**config.mk**
```make
export PLATFORM = sky130hd
export DESIGN_NAME = binary_to_decimal_ascii_core
export DESIGN_NICKNAME = d
export VERILOG_FILES = /design/src/b2da_pkg.sv /design/src/b2da_front.sv /design/src/b2da_queue.sv /design/src/b2da_back.sv /design/src/binary_to_decimal_ascii_core.sv
export SDC_FILE = /design/constraint.sdc
export NUM_CORES = 1
export LEC_CHECK = 0
export ABC_AREA = 1
export ABC_CLOCK_PERIOD_IN_PS = 4500
export BUFFER_PORTS_ARGS = -buffer_cell sky130_fd_sc_hd__buf_2
export CORE_ASPECT_RATIO = 1.5
export CORE_MARGIN = 1.5
export CORE_UTILIZATION = 61
export CTS_CLUSTER_SIZE = 16
export DETAILED_ROUTE_END_ITERATION = 16
export GPL_ROUTABILITY_DRIVEN = 0
export PLACE_DENSITY = 0.79
export SYNTH_ARGS = -nofsm -noshare
export SYNTH_HDL_FRONTEND = slang
export SYNTH_SLANG_ARGS = --single-unit
```
**constraint.sdc**
```tcl
create_clock -name clk -period 4.5 [get_ports clk]
set_clock_uncertainty 0.2 [all_clocks]
set_input_delay 0.675 -clock clk [delete_from_list [all_inputs] [get_ports clk]]
set_output_delay 0.675 -clock clk [all_outputs]
set_load 0.1 [all_outputs]
```
**src/b2da_pkg.sv**
```systemverilog
// Shared types and constants for the binary to decimal ASCII converter.
// No dependencies.
`default_nettype none
package b2da_pkg;

	localparam logic [7:0] ASCII_ZERO    = 8'd48;
	localparam logic [7:0] ASCII_NEWLINE = 8'd10;
	localparam int unsigned QDEPTH       = 2;

	typedef enum logic [1:0] {
		F_IDLE,
		F_CONV,
		F_PUSH
	} front_state_t;

	typedef enum logic [1:0] {
		B_IDLE,
		B_DIGIT,
		B_NL
	} back_state_t;

endpackage
`default_nettype wire

```
**src/b2da_front.sv**
```systemverilog
// Front end: takes one binary value and converts it to BCD, one bit per cycle.
// Depends on b2da_pkg.
`default_nettype none
module b2da_front #(
	parameter int unsigned W  = 32,
	parameter int unsigned ND = 10,
	parameter int unsigned IW = 4
) (
	input  wire logic                 clk,
	input  wire logic                 arst_n,
	input  wire logic                 in_valid,
	output logic                      in_ready,
	input  wire logic [W-1:0]         in_value,
	output logic                      push,
	input  wire logic                 q_full,
	output logic [4*ND+IW-1:0]        push_data
);
	import b2da_pkg::*;

	localparam int unsigned BW = 4 * ND;
	localparam int unsigned CW = (W > 2) ? $clog2(W) : 1;

	front_state_t     state_q, state_n;
	logic [W-1:0]     bin_q;
	logic [BW-1:0]    bcd_q;
	logic [BW-1:0]    bcd_adj;
	logic [CW-1:0]    cnt_q;
	logic [IW-1:0]    top_idx;
	logic             accept;
	logic             shift_en;

	assign accept   = in_valid && in_ready;
	assign shift_en = (state_q == F_CONV);

	always_comb begin
		state_n  = state_q;
		in_ready = 1'b0;
		push     = 1'b0;
		unique case (state_q)
			F_IDLE: begin
				in_ready = 1'b1;
				if (in_valid) state_n = F_CONV;
			end
			F_CONV: begin
				if (cnt_q == CW'(W - 1)) state_n = F_PUSH;
			end
			F_PUSH: begin
				if (!q_full) begin
					push    = 1'b1;
					state_n = F_IDLE;
				end
			end
			default: state_n = F_IDLE;
		endcase
	end

	always_ff @(posedge clk or negedge arst_n) begin
		if (!arst_n) begin
			state_q <= F_IDLE;
		end else begin
			state_q <= state_n;
		end
	end

	// add-3 correction on every digit of 5 or more before the shift
	always_comb begin
		for (int i = 0; i < ND; i++) begin
			if (bcd_q[4*i +: 4] >= 4'd5) bcd_adj[4*i +: 4] = bcd_q[4*i +: 4] + 4'd3;
			else bcd_adj[4*i +: 4] = bcd_q[4*i +: 4];
		end
	end

	always_ff @(posedge clk) begin
		if (accept) begin
			bin_q <= in_value;
			bcd_q <= '0;
			cnt_q <= '0;
		end else if (shift_en) begin
			bcd_q <= {bcd_adj[BW-2:0], bin_q[W-1]};
			bin_q <= {bin_q[W-2:0], 1'b0};
			cnt_q <= cnt_q + 1'b1;
		end
	end

	// highest nonzero digit; zero value keeps the single '0'
	always_comb begin
		top_idx = '0;
		for (int i = 0; i < ND; i++) begin
			if (bcd_q[4*i +: 4] != 4'd0) top_idx = IW'(i);
		end
	end

	assign push_data = {top_idx, bcd_q};

endmodule
`default_nettype wire

```
**src/b2da_queue.sv**
```systemverilog
// Short queue of converted numbers between front and back.
// Depends on b2da_pkg.
`default_nettype none
module b2da_queue #(
	parameter int unsigned EW = 44
) (
	input  wire logic          clk,
	input  wire logic          arst_n,
	input  wire logic          push,
	input  wire logic [EW-1:0] wdata,
	output logic               full,
	input  wire logic          pop,
	output logic               empty,
	output logic [EW-1:0]      rdata
);
	import b2da_pkg::*;

	localparam int unsigned PW = (QDEPTH > 1) ? $clog2(QDEPTH) : 1;
	localparam int unsigned NW = $clog2(QDEPTH + 1);

	logic [EW-1:0] mem_q [QDEPTH];
	logic [PW-1:0] wptr_q, rptr_q;
	logic [NW-1:0] count_q;

	assign full  = (count_q == NW'(QDEPTH));
	assign empty = (count_q == '0);
	assign rdata = mem_q[rptr_q];

	always_ff @(posedge clk) begin
		if (push) mem_q[wptr_q] <= wdata;
	end

	always_ff @(posedge clk or negedge arst_n) begin
		if (!arst_n) begin
			wptr_q  <= '0;
			rptr_q  <= '0;
			count_q <= '0;
		end else begin
			if (push) wptr_q <= (wptr_q == PW'(QDEPTH - 1)) ? '0 : wptr_q + 1'b1;
			if (pop) rptr_q <= (rptr_q == PW'(QDEPTH - 1)) ? '0 : rptr_q + 1'b1;
			if (push && !pop) count_q <= count_q + 1'b1;
			else if (pop && !push) count_q <= count_q - 1'b1;
		end
	end

endmodule
`default_nettype wire

```
**src/b2da_back.sv**
```systemverilog
// Back end: walks the BCD digits from the top and sends ASCII bytes, then newline.
// Depends on b2da_pkg.
`default_nettype none
module b2da_back #(
	parameter int unsigned ND = 10,
	parameter int unsigned IW = 4
) (
	input  wire logic              clk,
	input  wire logic              arst_n,
	input  wire logic              q_empty,
	input  wire logic [4*ND+IW-1:0] q_data,
	output logic                   pop,
	output logic                   out_valid,
	input  wire logic              out_ready,
	output logic [7:0]             out_byte,
	output logic                   out_last
);
	import b2da_pkg::*;

	localparam int unsigned BW = 4 * ND;

	back_state_t   state_q, state_n;
	logic [BW-1:0] digits_q;
	logic [IW-1:0] idx_q;
	logic [3:0]    cur_digit;
	logic          out_load;
	logic          slot_free;
	logic          valid_q;
	logic [7:0]    byte_q;
	logic          last_q;

	assign slot_free = !valid_q || out_ready;
	assign cur_digit = digits_q[4*idx_q +: 4];

	always_comb begin
		state_n  = state_q;
		pop      = 1'b0;
		out_load = 1'b0;
		unique case (state_q)
			B_IDLE: begin
				if (!q_empty) begin
					pop     = 1'b1;
					state_n = B_DIGIT;
				end
			end
			B_DIGIT: begin
				if (slot_free) begin
					out_load = 1'b1;
					if (idx_q == '0) state_n = B_NL;
				end
			end
			B_NL: begin
				if (slot_free) begin
					out_load = 1'b1;
					state_n  = B_IDLE;
				end
			end
			default: state_n = B_IDLE;
		endcase
	end

	always_ff @(posedge clk or negedge arst_n) begin
		if (!arst_n) begin
			state_q <= B_IDLE;
			valid_q <= 1'b0;
		end else begin
			state_q <= state_n;
			if (out_load) valid_q <= 1'b1;
			else if (out_ready) valid_q <= 1'b0;
		end
	end

	always_ff @(posedge clk) begin
		if (pop) begin
			digits_q <= q_data[BW-1:0];
			idx_q    <= q_data[BW +: IW];
		end else if (out_load && state_q == B_DIGIT) begin
			idx_q <= idx_q - 1'b1;
		end
		if (out_load) begin
			byte_q <= (state_q == B_DIGIT) ? ASCII_ZERO + {4'd0, cur_digit} : ASCII_NEWLINE;
			last_q <= (state_q == B_NL);
		end
	end

	assign out_valid = valid_q;
	assign out_byte  = byte_q;
	assign out_last  = last_q;

endmodule
`default_nettype wire

```
**src/binary_to_decimal_ascii_core.sv**
```systemverilog
// Top level of the binary to decimal ASCII converter.
// Depends on b2da_pkg, b2da_front, b2da_queue, b2da_back.
//
//   channel  dir  tdata                 tuser  tlast
//   s_axis   in   value                 -      -
//   m_axis   out  char_byte             -      last (newline byte)
//
// Front: accepts a value, runs shift-add-3 over its VALUE_WIDTH bits, then queues it.
// Back: fetches from the queue, then sends one byte per digit and one for newline.
// The front takes no new value until the last one is queued.
// Two converted values can wait in the queue while the output stalls.
// Reset clears all control state; no clearing pass is needed.
`default_nettype none
module binary_to_decimal_ascii_core #(
	parameter int unsigned VALUE_WIDTH = 32
) (
	input  wire logic                                  clk,
	input  wire logic                                  arst_n,
	input  wire logic                                  s_axis_tvalid,
	output logic                                       s_axis_tready,
	input  wire logic [((VALUE_WIDTH + 7) / 8) * 8 - 1:0] s_axis_tdata,  // value
	output logic                                       m_axis_tvalid,
	input  wire logic                                  m_axis_tready,
	output logic [7:0]                                 m_axis_tdata,  // char_byte
	output logic                                       m_axis_tlast
);
	import b2da_pkg::*;

	localparam int unsigned ND = (VALUE_WIDTH * 30103 + 99999) / 100000;
	localparam int unsigned IW = (ND > 1) ? $clog2(ND) : 1;
	localparam int unsigned EW = 4 * ND + IW;

	logic          push, pop, q_full, q_empty;
	logic [EW-1:0] push_data, q_data;

	b2da_front #(
		.W (VALUE_WIDTH),
		.ND(ND),
		.IW(IW)
	) u_front (
		.clk      (clk),
		.arst_n   (arst_n),
		.in_valid (s_axis_tvalid),
		.in_ready (s_axis_tready),
		.in_value (s_axis_tdata[VALUE_WIDTH-1:0]),
		.push     (push),
		.q_full   (q_full),
		.push_data(push_data)
	);

	b2da_queue #(
		.EW(EW)
	) u_queue (
		.clk   (clk),
		.arst_n(arst_n),
		.push  (push),
		.wdata (push_data),
		.full  (q_full),
		.pop   (pop),
		.empty (q_empty),
		.rdata (q_data)
	);

	b2da_back #(
		.ND(ND),
		.IW(IW)
	) u_back (
		.clk      (clk),
		.arst_n   (arst_n),
		.q_empty  (q_empty),
		.q_data   (q_data),
		.pop      (pop),
		.out_valid(m_axis_tvalid),
		.out_ready(m_axis_tready),
		.out_byte (m_axis_tdata),
		.out_last (m_axis_tlast)
	);

endmodule
`default_nettype wire

```
# Word-level counts from Yosys, hierarchy flattened
# Memory sizes are Yosys's and may differ from the RTL's.
# Index checks and enable logic that the tools add are counted.
[totals]
regBits = 139
latchBits = 0
ram_bits = 88
mem_bits_ro = 0
in_bits = 36
output_inout_bits = 11
elab_cells = 130
memories = 1
[memory_table]
columns = ["memory", "depth", "width", "rd", "rd_clocked_by_memory_dff", "write_ports", "line", "text"]
rows = [
  ["u_queue.mem_q", 2, 44, 1, 0, 1, "b2da_queue.sv:21", "logic [EW-1:0] mem_q [QDEPTH];"],
]
[classes]
n_addsub = 17
n_mul = 0
n_div = 0
order_cmp = 10
n_eq_ne = 13
shift = 1
muxes = 47
bitwise_logic = 0
n_reduce_logical = 28
[ops]
columns = ["operator", "count"]
rows = [
  ["32-bit two-way mux", 2],
  ["4-bit two-way mux", 13],
  ["4-bit by 3-bit >= comparator with 1-bit output, second input constant", 10],
  ["40-bit by 7-bit variable part select with 4-bit output", 1],
  ["4-bit by 2-bit adder with 4-bit output, second input constant", 9],
  ["4-bit nonzero test", 9],
  ["2-bit two-way mux", 11],
  ["3-bit two-way mux", 5],
  ["1-bit two-way mux", 14],
  ["2-bit case mux with 3 select lines", 2],
  ["2-bit inequality test, second input constant", 4],
  ["2-bit nonzero test", 4],
  ["6-bit by 4-bit adder with 7-bit output, first input constant", 1],
  ["2-bit equality test, second input constant", 3],
  ["2-bit zero test", 3],
  ["2-bit by 1-bit inequality test with 1-bit output, second input constant", 3],
  ["5-bit by 1-bit adder with 5-bit output, second input constant", 1],
  ["5-bit equality test, second input constant", 1],
  ["2-bit by 1-bit equality test with 1-bit output, second input constant", 2],
  ["1-bit logical AND", 4],
  ["4-bit zero test", 1],
  ["4-bit AND reduction", 1],
  ["4-bit by 1-bit subtractor with 4-bit output, second input constant", 1],
  ["3-bit by 2-bit adder with 3-bit output, second input constant", 1],
  ["other kinds (7)", 10],
]

# Depth between registers and ports, before layout
[depth]
depth_word = 10
ltp_mapped = 12
depth_no_buf = 12

# By module
# From an unflattened synthesis, not the netlist that was laid out.
[unflattened]
hier_cells = 846
area_unflattened_um2 = 9794.4
[by_module_without_submodules]
columns = ["mod", "instances", "cells_each", "area_per_inst_um2", "seq_area_each_um2"]
rows = [
  ["b2da_front", 1, 485, 3951.3, 1911.8],
  ["b2da_queue", 1, 162, 3582.2, 2742.6],
  ["b2da_back", 1, 199, 2260.9, 1576.5],
]

# Worst setup path before layout
# Ideal clock, no wire load.
[synth_path]
kind = "flip-flop to flip-flop"
startpoint = "register u_front.state_q[0]"
endpoint = "memory u_queue.mem_q[1][0] (enable)"
setup_ps = 447
t_arrival_ps = 2668
required_ps = 3853
slack_ps = 1185
stages_incl_launch_ff = 6
n_path_buf = 0
period_less_slack_ps = 3315
path_cell_list = "dfrtp_1 > inv_1 > nand2_1 > nor2_1 > inv_1 > nor2_1"
[synth_via]
elab_chain_len = 4
[synth_lines]
columns = ["item", "line", "text"]
rows = [
  ["start, declared", "b2da_front.sv:23", "front_state_t state_q, state_n;"],
  ["start signal, assigned", "b2da_front.sv:61", "state_q <= state_n;"],
  ["2-bit equality test", "b2da_front.sv:39", "unique case (state_q)"],
  ["1-bit two-way mux", "b2da_front.sv:39", ""],
  ["via push", "binary_to_decimal_ascii_core.sv:33", "logic push, pop, q_full, q_empty;"],
  ["1-bit two-way mux", "b2da_queue.sv:30", "if (push) mem_q[wptr_q] <= wdata;"],
  ["1-bit two-way mux (not written as such)", "b2da_queue.sv:30", ""],
  ["end, declared", "b2da_queue.sv:21", ""],
]
# The timed path passes the listed nets, and every way through them passes these cells.

# Worst setup path after layout
[layout_path]
startpoint = "register u_back.state_q[0]"
endpoint = "register u_queue.count_q[1]"
[layout_via]
elab_chain_len = 5
elab_cells_between_ends = 7
cone_classes = "2 x mux; 5 x reduce/logical"
[layout_lines]
columns = ["item", "line", "text"]
rows = [
  ["start, declared", "b2da_back.sv:22", "back_state_t state_q, state_n;"],
  ["start signal, assigned", "b2da_back.sv:67", "state_q <= state_n;"],
  ["2-bit zero test *", "b2da_back.sv:39", "unique case (state_q)"],
  ["1-bit two-way mux *", "b2da_back.sv:39", ""],
  ["1-bit zero test", "b2da_queue.sv:41", "if (push && !pop) count_q <= count_q + 1'b1;"],
  ["1-bit logical AND", "b2da_queue.sv:41", ""],
  ["2-bit two-way mux / 2-bit nonzero test (equally long branches)", "-", ""],
  ["end signal, assigned", "b2da_queue.sv:41", ""],
  ["end signal, assigned", "b2da_queue.sv:42", "else if (pop && !push) count_q <= count_q - 1'b1;"],
  ["end, declared", "b2da_queue.sv:23", "logic [NW-1:0] count_q;"],
]
# Mark *: on every way between the ends. The rest lies on a longest branch, timed or not.
# A chain may end at the register's enable or synchronous reset.

==> metrics.md <==
| Metric | Value |
|---|---|
| Status | completed |
| Antenna Violating Nets Remaining | 0 |
| Final setup violating endpoints | 0 |
| Post-Synthesis Cells | 901 |
| Tightest hold margin | 248 ps |
| Crit end category | flop |
| Non-filler cells, final | 1,153 |
| Number of detailed-route iterations in the first pass | 5 |
| Final hold vios | 0 |
| Clk slew on worst S/H paths | 70 ps |
| Worst path required time | 4670 ps |
| # IOs | 47 |
| Total chip power | 8.13 mW |
| DIE WIDTH | 105 µm |
| Storage cell area | 6230 µm² |
| H-tree levels | 1 |
| Static leakage | 4.37 nW |
| Crit path arrival time | 2750 ps |
| Setup crit start kind | flop |
| Peak supply drop | 516 µV |
| Hold path depth | 3 |
| Iter 0 DRT Violations | 267 |
| Cell area after layout | 10,600 µm² |
| R2R Path End | u_queue.count_q[1] |
| Post-synth cell types | 33 |
| Switch Pwr | 3.02 mW |
| Sink Count | 224 |
| Grt total ovfl | 0 |
| Gates resized, CTS repair | 0 |
| TritonCTS Buffers | 21 |
| Die area | 16,400 µm² |
| Die Span Y | 156 µm |
| # DRC | 0 |
| Slew @ Worst Pin | 934 ps |
| Setup ws final | 1920 ps |
| Starting density of the core | 0.628 |
| Area growth syn-to-layout | 11.7% |
| Post-Syn Area | 9500 µm² |
| Sink of the worst hold path | u_front.bin_q[8] |
| Max cap viols | 0 |
| Worst reg2reg startpoint | u_back.state_q[0] |
| Post-DP Area | 9820 µm² |
| Worst-path maximum fanout | 50 |
| Worst min-delay path category | in2reg |
| Tcrit/Tclk final | 0.572 |
| Root Buffer | clkbuf_16 |
| CTS tree | done |
| Clock latency on the worst-skew pair | 490 ps |
| Top cells by area, synth | edfxtp_1, nand2_1, dfxtp_1 |
| Aggregate global-route resource usage | 0.224 |
| Buffers on Ports | 44 |
| Via count | 6,197 |
| Crit. Startpoint | u_back.state_q[0] |
| Crit path time final | 2580 ps |
| Register area share after synthesis | 0.656 |
| P_int | 5.11 mW |
| Routed wire length | 17,600 µm |
| Syn avg cell area | 10.5 µm² |
| Post-CTS Setup Repair Bufs | 0 |
| Fillers | 1,102 |
| Area of the multi-input gates | 2840 µm² |
| Final max-slew violation count | 0 |
| Wire per inst | 15.3 µm |
| Pre-CTS WS | 1900 ps |
| CORE AREA | 15,100 µm² |
| Commonest non-fill, non-tap cell in the layout | nand2_1 |
| Vias in the first global route | 6,110 |
| Hold path start | s_axis_tdata[8] |
| First-pass GRT wire length | 28,900 µm |
| FF-to-FF path depth | 10 |
| Dpl cells | 1,115 |
| Pin count of the biggest net entering global routing | 59 |
| Antenna violations before repair | 0 |
| ANT cells | 0 |
| Vias per cell | 5.37 |
| Fin nets | 1,003 |
| Fraction of layout cells with a size suffix above 1 | 0.104 |
| Sw frac | 0.371 |
| Part of the power in combinational logic | 0.325 |
| Share of Yosys cell area claimed by the top area cell type | 0.537 |
| Fmax | 388 MHz |
| Part of the power in registers | 0.432 |
| Final core occ | 0.701 |
| R2R Setup Slk | 1920 ps |
| Post-CTS Hold Fix Bufs | 1 |
| Post-synth top area cell | edfxtp_1 |
| Most frequent cells in the layout | nand2_1, edfxtp_1, o21ai_0 |
| Yosys reg bits | 224 |
| YS warnings | 0 |
| Critical Setup Path Class | reg2reg |
| CTS Buffer Depth | 3 |
| Clk pwr share | 0.243 |
| RSZ-0062 raised after global routing | no |
| Pwr dens | 766 nW/µm² |
| # rows | 55 |
| Final HPWL DP | 10,800 µm |
| Rel. slew slack | 0.376 |
| Total negative setup slack | 0 ps |
layer usage:
layer  routed length [µm]  global-route usage
met3                  725              0.0297
met5                    0                   0
met2                 9260               0.406
met1                 7050               0.266
met4                  574              0.0992
worst max-delay path by stage:
| stage | end | cells past startpoint |
|---|---|---|
| 4_1_cts | u_queue.count_q[1] | 10 |
| 5_1_grt | u_back.state_q[0] | 7 |
| 3_5_place_dp | u_front.bin_q[4] | 5 |
| 3_3_place_gp | u_queue.count_q[1] | 10 |
| 2_1_floorplan | u_queue.mem_q[1][0] | 5 |
| 6_report | u_queue.count_q[1] | 10 |
power by group through the flow:
stage                     clock network [mW]  logic [mW]  registers (mW)
after floorplan                            0        1.95            3.59
after global placement                     0        2.52            3.52
after detailed placement                   0        2.60            3.54
after CTS                               2.00        2.66            3.51
after global routing                    2.07        2.99            3.58
final                                   1.98        2.64            3.51
cell usage after synthesis:
library cell	instances
edfxtp_1	170
dfxtp_1	45
nand2_1	301
o2111ai_1	1
nor3_1	4
ha_1	27
buf_4	12
buf_6	4
nand2_4	1
conb_1	1
inv_1	61
nand2_2	1
o21ai_0	63
buf_2	11
nor2_1	56
a21oi_1	28
dfrtp_1	9
xor2_1	19
xnor2_1	1
nor2_4	1
o22ai_1	4
o211ai_1	13
nor2_2	1
a21oi_2	5
or2_2	1
a31oi_1	2
nand3_1	36
inv_2	4
o221ai_1	2
o21ai_1	7
a22oi_1	1
clkbuf_1	8
o31ai_1	1
critical path, stage by stage, from the launching register on:
cell and delay, ps:
dfrtp_1 400, inv_1 90, ha_1 180, inv_1 80, a21oi_4 110, buf_4 500, inv_1 140, ha_1 340
a21oi_1 130, o21ai_0 110, xor2_1 150
registers in the layout, summed over array words and instances (netlist names):
name / flops
u_back.digits_q: 40
u_back.idx_q: 4
u_back.out_byte: 5
u_back.out_last: 1
u_back.out_valid: 1
u_back.state_q: 2
u_front.bcd_q: 40
u_front.bin_q: 32
u_front.cnt_q: 5
u_front.state_q: 2
u_queue.count_q: 2
u_queue.mem_q: 88
u_queue.rptr_q: 1
u_queue.wptr_q: 1
layout make-up:
cell class,count,share of cell area
well taps,199,0.0235
clock inverters,8,0.0170
multi-input cells,578,0.267
clock buffers,29,0.0572
repair buffers,50,0.0252
inverters,65,0.0230
flip-flops and latches,224,0.587
cells by family (layout without fill, tap and decap cells):
group / Yosys count / in the layout / synth area share
XOR/XNOR: 20 / 20 / 0.0184
AND/OR/NAND/NOR: 402 / 402 / 0.166
other: 1 / 2 / 0.000395
flip-flops: 224 / 224 / 0.656
buffers and inverters: 100 / 152 / 0.0488
adder cells (fa/ha/maj): 27 / 27 / 0.0355
AO/OA/AOI/OAI: 127 / 127 / 0.0748
No activity file was read; power rests on OpenSTA's default activity.
